==> config.mk <==
export PLATFORM = sky130hd
export DESIGN_NAME = ansi_sgr_color_parser
export DESIGN_NICKNAME = d
export VERILOG_FILES = /design/src/rtl/asgr_pkg.sv /design/src/rtl/asgr_ram.sv /design/src/rtl/asgr_dp.sv /design/src/rtl/asgr_ctrl.sv /design/src/rtl/ansi_sgr_color_parser.sv
export SDC_FILE = /design/constraint.sdc
export NUM_CORES = 1
export LEC_CHECK = 0
export BUFFER_PORTS_ARGS = -buffer_cell sky130_fd_sc_hd__clkbuf_2
export CAP_MARGIN = 30
export CELL_PAD_IN_SITES_DETAIL_PLACEMENT = 0
export CELL_PAD_IN_SITES_GLOBAL_PLACEMENT = 2
export CORE_ASPECT_RATIO = 1.25
export CORE_MARGIN = 2
export CORE_UTILIZATION = 25
export CTS_CLUSTER_SIZE = 8
export DETAILED_ROUTE_END_ITERATION = 6
export PLACE_DENSITY_LB_ADDON = 0.25
export RECOVER_POWER = 25
export SLEW_MARGIN = 20
export SYNTH_ARGS = -nofsm -noshare
export SYNTH_HDL_FRONTEND = slang
export SYNTH_HIERARCHICAL = 1
export SYNTH_SLANG_ARGS = --single-unit
==> constraint.sdc <==
create_clock -name clk -period 11.9 [get_ports clk]
set_input_delay 1.785 -clock clk [delete_from_list [all_inputs] [get_ports clk]]
set_output_delay 1.785 -clock clk [all_outputs]
set_load 0.05 [all_outputs]
==> src/rtl/asgr_pkg.sv <==
// Shared types, constants and the xterm-256 palette for the SGR color parser.
package asgr_pkg;

	localparam int MAX_PARAMS = 16;
	localparam int IDX_W      = (MAX_PARAMS > 1) ? $clog2(MAX_PARAMS) : 1;
	localparam int CNT_W      = $clog2(MAX_PARAMS + 1);
	localparam int PARAM_W    = 16;
	localparam int HELD_W     = 16;
	localparam int INK_W      = 24;

	localparam logic [INK_W-1:0] DEFAULT_INK_RESET = 24'hFFFFFF;

	// Byte codes
	localparam logic [7:0] CH_ESC  = 8'h1B;
	localparam logic [7:0] CH_LBR  = 8'h5B;
	localparam logic [7:0] CH_SEMI = 8'h3B;
	localparam logic [7:0] CH_M    = 8'h6D;
	localparam logic [7:0] CH_0    = 8'h30;
	localparam logic [7:0] CH_9    = 8'h39;

	// SGR codes
	localparam logic [PARAM_W-1:0] CODE_RESET   = 16'd0;
	localparam logic [PARAM_W-1:0] CODE_DEF_FG  = 16'd39;
	localparam logic [PARAM_W-1:0] CODE_FG_LO   = 16'd30;
	localparam logic [PARAM_W-1:0] CODE_FG_HI   = 16'd37;
	localparam logic [PARAM_W-1:0] CODE_BR_LO   = 16'd90;
	localparam logic [PARAM_W-1:0] CODE_BR_HI   = 16'd97;
	localparam logic [PARAM_W-1:0] CODE_EXT     = 16'd38;
	localparam logic [PARAM_W-1:0] SUB_INDEX    = 16'd5;
	localparam logic [PARAM_W-1:0] SUB_RGB      = 16'd2;

	// Palette index offsets: code 30 is entry 0, code 90 is entry 8
	localparam logic [7:0] PAL_FG_OFS = 8'd30;
	localparam logic [7:0] PAL_BR_OFS = 8'd82;

	localparam logic [7:0] LEVEL_DIM    = 8'd205;
	localparam logic [7:0] LEVEL_BRIGHT = 8'd255;
	localparam logic [7:0] PAL_CUBE_LO  = 8'd16;
	localparam logic [7:0] PAL_GREY_LO  = 8'd232;
	localparam logic [7:0] GREY_BASE    = 8'd8;

	typedef logic [CNT_W:0] asgr_wide_cnt_t;

	typedef struct packed {
		logic [7:0] text_byte;
		logic       text_start;
		logic       text_end;
	} asgr_in_t;

	typedef struct packed {
		logic [1:0]        status;
		logic              reoffer;
		logic [HELD_W-1:0] held_count;
		logic [7:0]        pen_red;
		logic [7:0]        pen_green;
		logic [7:0]        pen_blue;
	} asgr_res_t;

	typedef enum logic [1:0] {
		RES_PLAIN = 2'd0,
		RES_HELD  = 2'd1,
		RES_DONE  = 2'd2,
		RES_ABORT = 2'd3
	} asgr_status_t;

	typedef enum logic [3:0] {
		S_TEXT,
		S_ESC,
		S_PARAMS,
		S_W_CODE,
		S_W_SUB,
		S_W_IDX,
		S_W_RED,
		S_W_GREEN,
		S_W_BLUE,
		S_DONE
	} asgr_state_t;

	typedef enum logic [2:0] {
		PEN_HOLD,
		PEN_DEFAULT,
		PEN_FG,
		PEN_BRIGHT,
		PEN_INDEX,
		PEN_RGB
	} asgr_pen_sel_t;

	typedef enum logic [1:0] {
		HC_ZERO,
		HC_HELD,
		HC_HELD_INC
	} asgr_hc_sel_t;

	typedef struct packed {
		logic          seq_clear;
		logic          held_set;
		logic          held_inc;
		logic          acc_digit;
		logic          push;
		logic          walk_start;
		logic          walk;
		asgr_pen_sel_t pen_sel;
		logic          latch_r;
		logic          latch_g;
		logic          out_load;
		asgr_status_t  out_status;
		logic          out_reoffer;
		asgr_hc_sel_t  hc_sel;
	} asgr_cmd_t;

	typedef struct packed {
		logic start;
		logic last;
		logic is_esc;
		logic is_lbr;
		logic is_digit;
		logic is_semi;
		logic is_m;
		logic dv;
		logic walk_done;
		logic c_reset;
		logic c_fg;
		logic c_bright;
		logic c_ext;
		logic sub_index;
		logic sub_rgb;
		logic room_index;
		logic room_rgb;
	} asgr_stat_t;

	function automatic logic [7:0] cube_level(input logic [2:0] d);
		logic [7:0] lv;
		case (d)
			3'd0:    lv = 8'd0;
			3'd1:    lv = 8'd95;
			3'd2:    lv = 8'd135;
			3'd3:    lv = 8'd175;
			3'd4:    lv = 8'd215;
			default: lv = 8'd255;
		endcase
		return lv;
	endfunction

	// xterm-256 palette entry as 0xRRGGBB
	function automatic logic [INK_W-1:0] palette(input logic [7:0] n);
		logic [7:0] lv;
		logic [7:0] c;
		logic [7:0] rem;
		logic [7:0] gd;
		logic [7:0] gv;
		logic [2:0] dr;
		logic [2:0] dg;
		logic [2:0] db;
		logic [INK_W-1:0] rgb;
		lv  = n[3] ? LEVEL_BRIGHT : LEVEL_DIM;
		c   = n - PAL_CUBE_LO;
		dr  = 3'd0;
		dg  = 3'd0;
		for (int k = 1; k < 6; k++) begin
			if (c >= 8'(36 * k)) dr = 3'(k);
		end
		rem = c - 8'(36 * dr);
		for (int k = 1; k < 6; k++) begin
			if (rem >= 8'(6 * k)) dg = 3'(k);
		end
		db  = 3'(rem - 8'(6 * dg));
		gd  = n - PAL_GREY_LO;
		gv  = GREY_BASE + (gd << 3) + (gd << 1);
		if (n < PAL_CUBE_LO) begin
			rgb = {n[0] ? lv : 8'd0, n[1] ? lv : 8'd0, n[2] ? lv : 8'd0};
		end else if (n < PAL_GREY_LO) begin
			rgb = {cube_level(dr), cube_level(dg), cube_level(db)};
		end else begin
			rgb = {gv, gv, gv};
		end
		return rgb;
	endfunction

endpackage

==> src/rtl/asgr_ram.sv <==
// Generic single-write, single-read RAM with registered read data.
module asgr_ram #(
	parameter int WIDTH = 16,
	parameter int DEPTH = 16,
	localparam int ADDR_W = (DEPTH > 1) ? $clog2(DEPTH) : 1
) (
	input  logic              clk,
	input  logic              we,
	input  logic [ADDR_W-1:0] waddr,
	input  logic [WIDTH-1:0]  wdata,
	input  logic              re,
	input  logic [ADDR_W-1:0] raddr,
	output logic [WIDTH-1:0]  rdata
);

	logic [WIDTH-1:0] mem_q [DEPTH];

	always_ff @(posedge clk) begin
		if (we) mem_q[waddr] <= wdata;
		if (re) rdata <= mem_q[raddr];
	end

endmodule

==> src/rtl/asgr_dp.sv <==
// Datapath: accumulator, parameter store, pen, palette and result register.
module asgr_dp (
	input  logic                           clk,
	input  logic                           arst_n,
	input  asgr_pkg::asgr_cmd_t            cmd,
	input  asgr_pkg::asgr_in_t             byte_data,
	input  logic                           cfg_we,
	input  logic [asgr_pkg::INK_W-1:0]     cfg_data,
	output asgr_pkg::asgr_stat_t           stat,
	output asgr_pkg::asgr_res_t            res_data
);

	logic [asgr_pkg::INK_W-1:0]   default_q;
	logic [asgr_pkg::INK_W-1:0]   pen_q;
	logic [asgr_pkg::INK_W-1:0]   pen_d;
	logic [asgr_pkg::PARAM_W-1:0] acc_q;
	logic [asgr_pkg::CNT_W-1:0]   count_q;
	logic [asgr_pkg::HELD_W-1:0]  held_q;
	logic [asgr_pkg::HELD_W-1:0]  held_plus;
	logic [asgr_pkg::CNT_W-1:0]   rd_ptr_q;
	logic                         dv_s1;
	logic [asgr_pkg::IDX_W-1:0]   pos_s1;
	logic [7:0]                   red_q;
	logic [7:0]                   green_q;
	asgr_pkg::asgr_res_t          res_q;

	logic [19:0]                  acc_mul;
	logic [asgr_pkg::PARAM_W-1:0] acc_next;
	logic                         store_we;
	logic                         rd_issue;
	logic [asgr_pkg::PARAM_W-1:0] rd_data;
	logic [7:0]                   pal_idx;
	logic [asgr_pkg::HELD_W-1:0]  hc;
	asgr_pkg::asgr_wide_cnt_t     pos_w;
	asgr_pkg::asgr_wide_cnt_t     cnt_w;

	// Saturating decimal accumulate
	assign acc_mul  = {4'b0, acc_q} * 20'd10
		+ 20'(byte_data.text_byte[3:0] - asgr_pkg::CH_0[3:0]);
	assign acc_next = (acc_mul > 20'hFFFF) ? 16'hFFFF : acc_mul[15:0];

	assign held_plus = (held_q == '1) ? held_q : held_q + 16'd1;

	assign store_we = cmd.push && (count_q < asgr_pkg::CNT_W'(asgr_pkg::MAX_PARAMS));
	assign rd_issue = cmd.walk && (rd_ptr_q < count_q);

	asgr_ram #(
		.WIDTH(asgr_pkg::PARAM_W),
		.DEPTH(asgr_pkg::MAX_PARAMS)
	) u_store (
		.clk  (clk),
		.we   (store_we),
		.waddr(count_q[asgr_pkg::IDX_W-1:0]),
		.wdata(acc_q),
		.re   (rd_issue),
		.raddr(rd_ptr_q[asgr_pkg::IDX_W-1:0]),
		.rdata(rd_data)
	);

	assign pos_w = asgr_pkg::asgr_wide_cnt_t'(pos_s1);
	assign cnt_w = asgr_pkg::asgr_wide_cnt_t'(count_q);

	always_comb begin
		stat            = '0;
		stat.start      = byte_data.text_start;
		stat.last       = byte_data.text_end;
		stat.is_esc     = (byte_data.text_byte == asgr_pkg::CH_ESC);
		stat.is_lbr     = (byte_data.text_byte == asgr_pkg::CH_LBR);
		stat.is_digit   = byte_data.text_byte inside {[asgr_pkg::CH_0:asgr_pkg::CH_9]};
		stat.is_semi    = (byte_data.text_byte == asgr_pkg::CH_SEMI);
		stat.is_m       = (byte_data.text_byte == asgr_pkg::CH_M);
		stat.dv         = dv_s1;
		stat.walk_done  = !dv_s1 && (rd_ptr_q == count_q);
		stat.c_reset    = rd_data inside {asgr_pkg::CODE_RESET, asgr_pkg::CODE_DEF_FG};
		stat.c_fg       = rd_data inside {[asgr_pkg::CODE_FG_LO:asgr_pkg::CODE_FG_HI]};
		stat.c_bright   = rd_data inside {[asgr_pkg::CODE_BR_LO:asgr_pkg::CODE_BR_HI]};
		stat.c_ext      = (rd_data == asgr_pkg::CODE_EXT);
		stat.sub_index  = (rd_data == asgr_pkg::SUB_INDEX);
		stat.sub_rgb    = (rd_data == asgr_pkg::SUB_RGB);
		stat.room_index = (pos_w + asgr_pkg::asgr_wide_cnt_t'(1)) < cnt_w;
		stat.room_rgb   = (pos_w + asgr_pkg::asgr_wide_cnt_t'(3)) < cnt_w;
	end

	always_comb begin
		case (cmd.pen_sel)
			asgr_pkg::PEN_FG:     pal_idx = rd_data[7:0] - asgr_pkg::PAL_FG_OFS;
			asgr_pkg::PEN_BRIGHT: pal_idx = rd_data[7:0] - asgr_pkg::PAL_BR_OFS;
			default:              pal_idx = rd_data[7:0];
		endcase
	end

	always_comb begin
		case (cmd.pen_sel)
			asgr_pkg::PEN_HOLD:    pen_d = pen_q;
			asgr_pkg::PEN_DEFAULT: pen_d = default_q;
			asgr_pkg::PEN_FG,
			asgr_pkg::PEN_BRIGHT,
			asgr_pkg::PEN_INDEX:   pen_d = asgr_pkg::palette(pal_idx);
			asgr_pkg::PEN_RGB:     pen_d = {red_q, green_q, rd_data[7:0]};
			default:               pen_d = pen_q;
		endcase
	end

	always_comb begin
		case (cmd.hc_sel)
			asgr_pkg::HC_HELD:     hc = held_q;
			asgr_pkg::HC_HELD_INC: hc = held_plus;
			default:               hc = '0;
		endcase
	end

	always_ff @(posedge clk or negedge arst_n) begin
		if (!arst_n) begin
			default_q <= asgr_pkg::DEFAULT_INK_RESET;
			pen_q     <= asgr_pkg::DEFAULT_INK_RESET;
			acc_q     <= '0;
			count_q   <= '0;
			held_q    <= '0;
			rd_ptr_q  <= '0;
			dv_s1     <= 1'b0;
		end else begin
			if (cfg_we) default_q <= cfg_data;
			pen_q <= pen_d;

			if (cmd.seq_clear || cmd.push) begin
				acc_q <= '0;
			end else if (cmd.acc_digit) begin
				acc_q <= acc_next;
			end

			if (cmd.seq_clear) begin
				count_q <= '0;
			end else if (store_we) begin
				count_q <= count_q + asgr_pkg::CNT_W'(1);
			end

			if (cmd.held_set) begin
				held_q <= 16'd1;
			end else if (cmd.seq_clear) begin
				held_q <= '0;
			end else if (cmd.held_inc) begin
				held_q <= held_plus;
			end

			if (cmd.walk_start) begin
				rd_ptr_q <= '0;
			end else if (rd_issue) begin
				rd_ptr_q <= rd_ptr_q + asgr_pkg::CNT_W'(1);
			end
			dv_s1 <= rd_issue;
		end
	end

	always_ff @(posedge clk) begin
		if (rd_issue) pos_s1 <= rd_ptr_q[asgr_pkg::IDX_W-1:0];
		if (cmd.latch_r) red_q <= rd_data[7:0];
		if (cmd.latch_g) green_q <= rd_data[7:0];
		if (cmd.out_load) begin
			res_q.status     <= cmd.out_status;
			res_q.reoffer    <= cmd.out_reoffer;
			res_q.held_count <= hc;
			res_q.pen_red    <= pen_d[23:16];
			res_q.pen_green  <= pen_d[15:8];
			res_q.pen_blue   <= pen_d[7:0];
		end
	end

	assign res_data = res_q;

endmodule

==> src/rtl/asgr_ctrl.sv <==
// Controller: escape-sequence parse states, parameter walk and result handshake.
module asgr_ctrl (
	input  logic                 clk,
	input  logic                 arst_n,
	input  logic                 byte_valid,
	output logic                 byte_stall,
	output logic                 res_valid,
	input  logic                 res_stall,
	input  asgr_pkg::asgr_stat_t stat,
	output asgr_pkg::asgr_cmd_t  cmd
);

	asgr_pkg::asgr_state_t   state_q;
	asgr_pkg::asgr_state_t   state_d;
	asgr_pkg::asgr_state_t   eff;
	asgr_pkg::asgr_pen_sel_t code_pen;
	logic                    res_valid_q;
	logic                    out_free;
	logic                    accept_state;
	logic                    accept;

	assign out_free     = !res_valid_q || !res_stall;
	assign accept_state = state_q inside {asgr_pkg::S_TEXT, asgr_pkg::S_ESC, asgr_pkg::S_PARAMS};
	assign byte_stall   = !(accept_state && out_free);
	assign accept       = byte_valid && !byte_stall;
	assign res_valid    = res_valid_q;

	// A text start drops any open sequence before the byte is parsed
	assign eff = stat.start ? asgr_pkg::S_TEXT : state_q;

	always_comb begin
		if (stat.c_reset) begin
			code_pen = asgr_pkg::PEN_DEFAULT;
		end else if (stat.c_fg) begin
			code_pen = asgr_pkg::PEN_FG;
		end else if (stat.c_bright) begin
			code_pen = asgr_pkg::PEN_BRIGHT;
		end else begin
			code_pen = asgr_pkg::PEN_HOLD;
		end
	end

	always_comb begin
		cmd            = '0;
		cmd.pen_sel    = asgr_pkg::PEN_HOLD;
		cmd.out_status = asgr_pkg::RES_PLAIN;
		cmd.hc_sel     = asgr_pkg::HC_ZERO;
		state_d        = state_q;

		case (state_q)
			asgr_pkg::S_TEXT, asgr_pkg::S_ESC, asgr_pkg::S_PARAMS: begin
				if (accept) begin
					cmd.out_load = 1'b1;
					if (stat.start) begin
						cmd.seq_clear = 1'b1;
						cmd.pen_sel   = asgr_pkg::PEN_DEFAULT;
					end
					case (eff)
						asgr_pkg::S_ESC: begin
							if (stat.is_lbr && stat.last) begin
								cmd.out_status = asgr_pkg::RES_ABORT;
								cmd.hc_sel     = asgr_pkg::HC_HELD_INC;
								cmd.seq_clear  = 1'b1;
								state_d        = asgr_pkg::S_TEXT;
							end else if (stat.is_lbr) begin
								cmd.held_inc   = 1'b1;
								cmd.out_status = asgr_pkg::RES_HELD;
								state_d        = asgr_pkg::S_PARAMS;
							end else begin
								cmd.out_status  = asgr_pkg::RES_ABORT;
								cmd.out_reoffer = 1'b1;
								cmd.hc_sel      = asgr_pkg::HC_HELD;
								cmd.seq_clear   = 1'b1;
								state_d         = asgr_pkg::S_TEXT;
							end
						end
						asgr_pkg::S_PARAMS: begin
							if ((stat.is_digit || stat.is_semi) && stat.last) begin
								cmd.out_status = asgr_pkg::RES_ABORT;
								cmd.hc_sel     = asgr_pkg::HC_HELD_INC;
								cmd.seq_clear  = 1'b1;
								state_d        = asgr_pkg::S_TEXT;
							end else if (stat.is_digit || stat.is_semi) begin
								cmd.acc_digit  = stat.is_digit;
								cmd.push       = stat.is_semi;
								cmd.held_inc   = 1'b1;
								cmd.out_status = asgr_pkg::RES_HELD;
							end else if (stat.is_m) begin
								// Store the final field, then walk the list
								cmd.out_load   = 1'b0;
								cmd.push       = 1'b1;
								cmd.walk_start = 1'b1;
								state_d        = asgr_pkg::S_W_CODE;
							end else begin
								cmd.out_status  = asgr_pkg::RES_ABORT;
								cmd.out_reoffer = 1'b1;
								cmd.hc_sel      = asgr_pkg::HC_HELD;
								cmd.seq_clear   = 1'b1;
								state_d         = asgr_pkg::S_TEXT;
							end
						end
						default: begin
							if (stat.is_esc && !stat.last) begin
								cmd.seq_clear  = 1'b1;
								cmd.held_set   = 1'b1;
								cmd.out_status = asgr_pkg::RES_HELD;
								state_d        = asgr_pkg::S_ESC;
							end else begin
								state_d = asgr_pkg::S_TEXT;
							end
						end
					endcase
				end
			end
			asgr_pkg::S_W_CODE, asgr_pkg::S_W_SUB, asgr_pkg::S_W_IDX,
			asgr_pkg::S_W_RED, asgr_pkg::S_W_GREEN, asgr_pkg::S_W_BLUE: begin
				cmd.walk = 1'b1;
				if (stat.walk_done) begin
					state_d = asgr_pkg::S_DONE;
				end else if (stat.dv) begin
					case (state_q)
						asgr_pkg::S_W_SUB: begin
							if (stat.sub_index && stat.room_index) begin
								state_d = asgr_pkg::S_W_IDX;
							end else if (stat.sub_rgb && stat.room_rgb) begin
								state_d = asgr_pkg::S_W_RED;
							end else begin
								// Lone 38: take this entry as a fresh code
								cmd.pen_sel = code_pen;
								state_d = stat.c_ext ? asgr_pkg::S_W_SUB : asgr_pkg::S_W_CODE;
							end
						end
						asgr_pkg::S_W_IDX: begin
							cmd.pen_sel = asgr_pkg::PEN_INDEX;
							state_d     = asgr_pkg::S_W_CODE;
						end
						asgr_pkg::S_W_RED: begin
							cmd.latch_r = 1'b1;
							state_d     = asgr_pkg::S_W_GREEN;
						end
						asgr_pkg::S_W_GREEN: begin
							cmd.latch_g = 1'b1;
							state_d     = asgr_pkg::S_W_BLUE;
						end
						asgr_pkg::S_W_BLUE: begin
							cmd.pen_sel = asgr_pkg::PEN_RGB;
							state_d     = asgr_pkg::S_W_CODE;
						end
						default: begin
							cmd.pen_sel = code_pen;
							state_d = stat.c_ext ? asgr_pkg::S_W_SUB : asgr_pkg::S_W_CODE;
						end
					endcase
				end
			end
			asgr_pkg::S_DONE: begin
				if (out_free) begin
					cmd.out_load   = 1'b1;
					cmd.out_status = asgr_pkg::RES_DONE;
					cmd.seq_clear  = 1'b1;
					state_d        = asgr_pkg::S_TEXT;
				end
			end
			default: begin
				state_d = asgr_pkg::S_TEXT;
			end
		endcase
	end

	always_ff @(posedge clk or negedge arst_n) begin
		if (!arst_n) begin
			state_q     <= asgr_pkg::S_TEXT;
			res_valid_q <= 1'b0;
		end else begin
			state_q <= state_d;
			if (cmd.out_load) begin
				res_valid_q <= 1'b1;
			end else if (!res_stall) begin
				res_valid_q <= 1'b0;
			end
		end
	end

endmodule

==> src/rtl/ansi_sgr_color_parser.sv <==
// Top level of the ANSI SGR pen color parser.
// Takes one text byte per input word and returns one result word per byte: the
// byte's parse status (plain, held in an escape sequence, sequence done, or
// sequence aborted with the held byte count and a reoffer flag) and the pen
// color after that byte. Sequences are ESC '[' params 'm', with params split by
// ';'; up to 16 params are stored in a small RAM and later ones are dropped.
// The result is held in a single registered word, so the next byte is taken
// no earlier than the cycle in which the previous result word leaves, and a
// stalled result stalls the byte input. The terminating 'm' reads the parameter
// RAM one entry per cycle through its one read port, with registered read
// data, and posts the result once the result output is free. A byte marked as
// the start of a text resets the pen to the default ink first. The user must
// write the default ink register through the cfg channel only while no byte is
// in flight; the block itself does not enforce this. A new value takes effect
// the next time the pen is reset to default.
module ansi_sgr_color_parser (
	input  logic                       clk,
	input  logic                       arst_n,
	input  logic                       byte_valid,
	output logic                       byte_stall,
	input  asgr_pkg::asgr_in_t         byte_data,
	output logic                       res_valid,
	input  logic                       res_stall,
	output asgr_pkg::asgr_res_t        res_data,
	input  logic                       cfg_valid,
	output logic                       cfg_ready,
	input  logic [asgr_pkg::INK_W-1:0] cfg_data
);

	asgr_pkg::asgr_cmd_t  cmd;
	asgr_pkg::asgr_stat_t stat;

	// The ink register is a plain flop; take a write word on any cycle
	assign cfg_ready = 1'b1;

	asgr_ctrl u_ctrl (
		.clk       (clk),
		.arst_n    (arst_n),
		.byte_valid(byte_valid),
		.byte_stall(byte_stall),
		.res_valid (res_valid),
		.res_stall (res_stall),
		.stat      (stat),
		.cmd       (cmd)
	);

	asgr_dp u_dp (
		.clk      (clk),
		.arst_n   (arst_n),
		.cmd      (cmd),
		.byte_data(byte_data),
		.cfg_we   (cfg_valid && cfg_ready),
		.cfg_data (cfg_data),
		.stat     (stat),
		.res_data (res_data)
	);

endmodule

==> key figures <==
Outcome
  • Status: completed

Clocking
  • Cts bufs inserted: 60
  • CTS Buffer Depth: 3
  • Clk sinks: 431
  • CTS H-tree lvls: 2
  • CTS-repair resized insts: 0
  • Post-CTS Setup Bufs: 0
  • CTS Hold Buffers Added: 0
  • Worst-Skew Late Latency: roughly 660 ps
  • Clock root buffer: clkbuf_16
  • CTS tree: yes
  • Worst-path clk slew: ~60 ps

STA
  • Clock skew: 64.35 ps
  • Fin. Hold Viols: 0
  • Fin Hold WS: approximately 500 ps
  • Worst relative slew slack: between 30% and 40%
  • Setup violators final: 0
  • Fmax: approximately 0.099 GHz
  • Setup TNS: 0 ps
  • Final critical-path required period: 10080 ps
  • Final WS setup: about 1800 ps
  • Max Slew Vio Count: 0
  • Crit share post-route: between 80% and 90%
  • RSZ-0062 raised after global routing: false
  • Slew @ Worst Pin: about 1000 ps

Floorplan
  • Die width: between 200 and 300 um
  • Die outline height: 330.4 um
  • Ports: 85
  • Site Rows: 119
  • Initial Util: about 25%
  • Die area: roughly 90000 um^2
  • Core region area: between 80000 and 90000 um^2

Logic synthesis
  • Top FF cell, synth: edfxtp_1
  • Number of flops mapped to enable cells by yosys: between 300 and 400
  • Synth async-reset ratio: 22.27%
  • Ys Warns: 6
  • Post-synthesis cell area: between 20000 and 25000 um^2
  • Synth Register Bits: approximately 430
  • Synth cell types: 97
  • Syn nets: around 1700
  • Avg Synthesized Cell Area: 13.18 um^2
  • Mapped Cells: about 1600
  • Sequential fraction of the synthesis area: about three fifths

Global route
  • Largest net degree at the start of global routing: between 50 and 60
  • GRT overflow: 0
  • First-pass GRT wire length: 88780 um
  • Via count of the first global-routing pass: 14190
  • GRT Resource Usage Total: between 10% and 20%
  • Initial antenna violation count: 0

Min path
  • Hold/Removal Path Class: reg2reg
  • Hold Path Cell Cnt: 2
  • Hold path startpoint: u_dp/default_q[8]
  • Worst Hold End: u_dp/default_q[8]

Power and ir drop
  • VDD IR max: around 130 uV
  • PD cells: ~130 nW/um^2
  • Leak Pwr: slightly below 10 nW

Drt
  • Vias per cell: approximately 4.7
  • DR WL/cell: 20.41 um
  • First drt pass iteration count: 4
  • DRT antenna net count: 0
  • Vias: roughly 14000
  • Final WL: ~58000 um
  • DRT iter0 DRCs: around 850
  • Residual DRC: 0

Final layout
  • Area of the multi-input gates: between 8000 and 9000 um^2
  • Diode count: 0
  • Nets: between 1500 and 2000
  • Sequential cell area: between 10000 and 15000 um^2
  • Share of layout cells above drive strength 1: approximately a fifth
  • Fin cells: 2853
  • # fillers: around 8500
  • Post-layout util: just under 30%
  • Area delta synth->final: 16.65%

Setup path
  • Crit-path max cell delay: about 600 ps
  • Critical Path AT: 10440 ps
  • Req. time, crit path: around 12000 ps
  • Flop-to-flop setup slack: ~1800 ps
  • Most used cell along the critical path: ha_1
  • R2R depth: 46
  • Crit Reg-Reg Endpoint: u_dp/res_data[0]
  • Master of the slowest instance on the critical path: or4_4
  • WP buf/inv: 5
  • Largest delay contributor family on the critical path: compound AO/OA/AOI/OAI gates
  • Reg2reg start: u_dp/pos_s1[0]
  • Critical Path Source Type: register
  • Crit path max fanout: approximately 50
  • Setup CP Type: reg2reg
  • Worst Setup End Kind: register

Place
  • RD Place Congestion: approximately 0.75
  • Port buffer count: 83
  • Dpl cells: about 2700
  • Final HPWL DP: approximately 40000 um
  • Place WS: 1756 ps

Run
  • MaxCap Viol Count: 0
worst max path at each step:
stage	cells after the start	slack (ps)	end	startpoint
after floorplan	37	3220	u_dp/res_data[0]	res_stall
after global placement	46	1900	u_dp/res_data[0]	u_dp/pos_s1[0]
after detailed placement	45	1760	u_dp/res_data[0]	u_dp/pos_s1[0]
after CTS	45	1700	u_dp/res_data[0]	u_dp/pos_s1[0]
after global routing	45	800	u_dp/res_data[0]	u_dp/count_q[1]
final	46	1820	u_dp/res_data[0]	u_dp/pos_s1[0]
kinds of logic (layout without fill, tap and decap cells):
family                   Yosys count  in the layout  share of synthesized area (%)
AND/OR/NAND/NOR                  433            433                          10.69
AO/OA/AOI/OAI                    377            377                          11.76
XOR/XNOR                          59             59                          2.531
adder cells (fa/ha/maj)           84             84                          5.050
other                              1              1                        0.01760
multiplexers                      88             88                          8.162
buffers and inverters            144            291                          3.030
flip-flops                       431            431                          58.77
final cells by class:
| cell class | instances | area share, % |
|---|---|---|
| Multi-Input combinational cell | 1042 | 33.11 |
| Sequential cell | 431 | 50.40 |
| Clock inverter | 4 | 0.3826 |
| Tap cell | 1089 | 5.482 |
| Timing Repair Buffer | 122 | 2.925 |
| Inverter | 56 | 0.8457 |
| Clock buffer | 109 | 6.861 |
power by group:
| group | total (mW) | switching [mW] | internal (mW) |
|---|---|---|---|
| clock network | 1.62 | 0.660 | 0.960 |
| logic | 0.0340 | 0.0229 | 0.0111 |
| registers | 1.62 | 0.00301 | 1.62 |
worst min-delay path: cells and delay by family (launching register included):
kind | cells | cell delay [ps]
AOI/OAI and AO/OA | 1 | 80
DFF | 1 | 360
buffers and inverters | 1 | 60
flip-flops by register name (all words and copies together), names as in the netlist:
signal and cells:
u_dp/res_data 43, u_ctrl/state_q 4, u_dp/pen_q 24, u_dp/held_q 16, u_dp/pos_s1 4, u_dp/dv_s1 1
u_dp/acc_q 16, u_dp/green_q 8, u_dp/u_store/mem_q 256, u_dp/default_q 24, u_ctrl/res_valid 1, u_dp/red_q 8
u_dp/rd_ptr_q 5, u_dp/u_store/rdata 16, u_dp/count_q 5
synth_stat cells, drive strengths merged (7+ instances only):
library cell / instances / share of area, %
edfxtp: 335 / 47
nand2: 123 / 2.2
a21oi: 115 / 2.9
nor2: 95 / 1.7
o21ai: 88 / 2.1
ha: 78 / 4.6
mux4: 64 / 6.9
inv: 55 / 0.97
clkbuf: 48 / 0.85
dfrtp: 48 / 5.6
dfstp: 48 / 5.9
buf: 40 / 1.2
a22oi: 36 / 1.3
nor3: 36 / 0.97
nand3: 34 / 0.86
xnor2: 33 / 1.4
nor2b: 26 / 0.76
xor2: 26 / 1.1
a211oi: 22 / 0.86
a21o: 21 / 0.74
nand2b: 16 / 0.47
and3: 14 / 0.41
mux2i: 14 / 0.66
nand3b: 13 / 0.53
and2: 12 / 0.36
nand4: 12 / 0.35
mux2: 10 / 0.56
o21a: 10 / 0.39
a31oi: 9 / 0.26
nor3b: 9 / 0.32
o221ai: 8 / 0.33
a311oi: 7 / 0.29
nor4: 7 / 0.21
o31ai: 7 / 0.25
or3: 7 / 0.21
cells in the final DEF, fill, tap and decap left out, drive strengths merged, types with 13 or more instances in the layout:
cell      n
nand3b   13
nor2b    26
mux4     64
dfstp    48
a211oi   22
edfxtp  335
buf      39
inv      55
and3     14
a21o     21
nor3     36
nand3    34
a22oi    36
mux2i    14
o21ai    88
nand2b   16
xor2     26
nor2     95
dfrtp    48
xnor2    33
clkbuf  192
nand2   123
a21oi   115
ha       78
routing by layer:
layer,up-vias,global-route usage (%),part of all wire (%)
met4,0,3.427,2.0
li1,6378,-,-
met2,224,24.35,52
met3,76,1.836,3.1
met1,6836,16.18,43
met5,-,0,0
metrics by stage:
stage	total power, mW	cell area (um^2)
2_1_floorplan	1.664	21310
3_3_place_gp	1.686	23000
3_5_place_dp	1.687	23060
4_1_cts	3.329	24860
5_1_grt	3.388	24860
6_report	3.278	24860
Power figures use the tool's default switching activity.
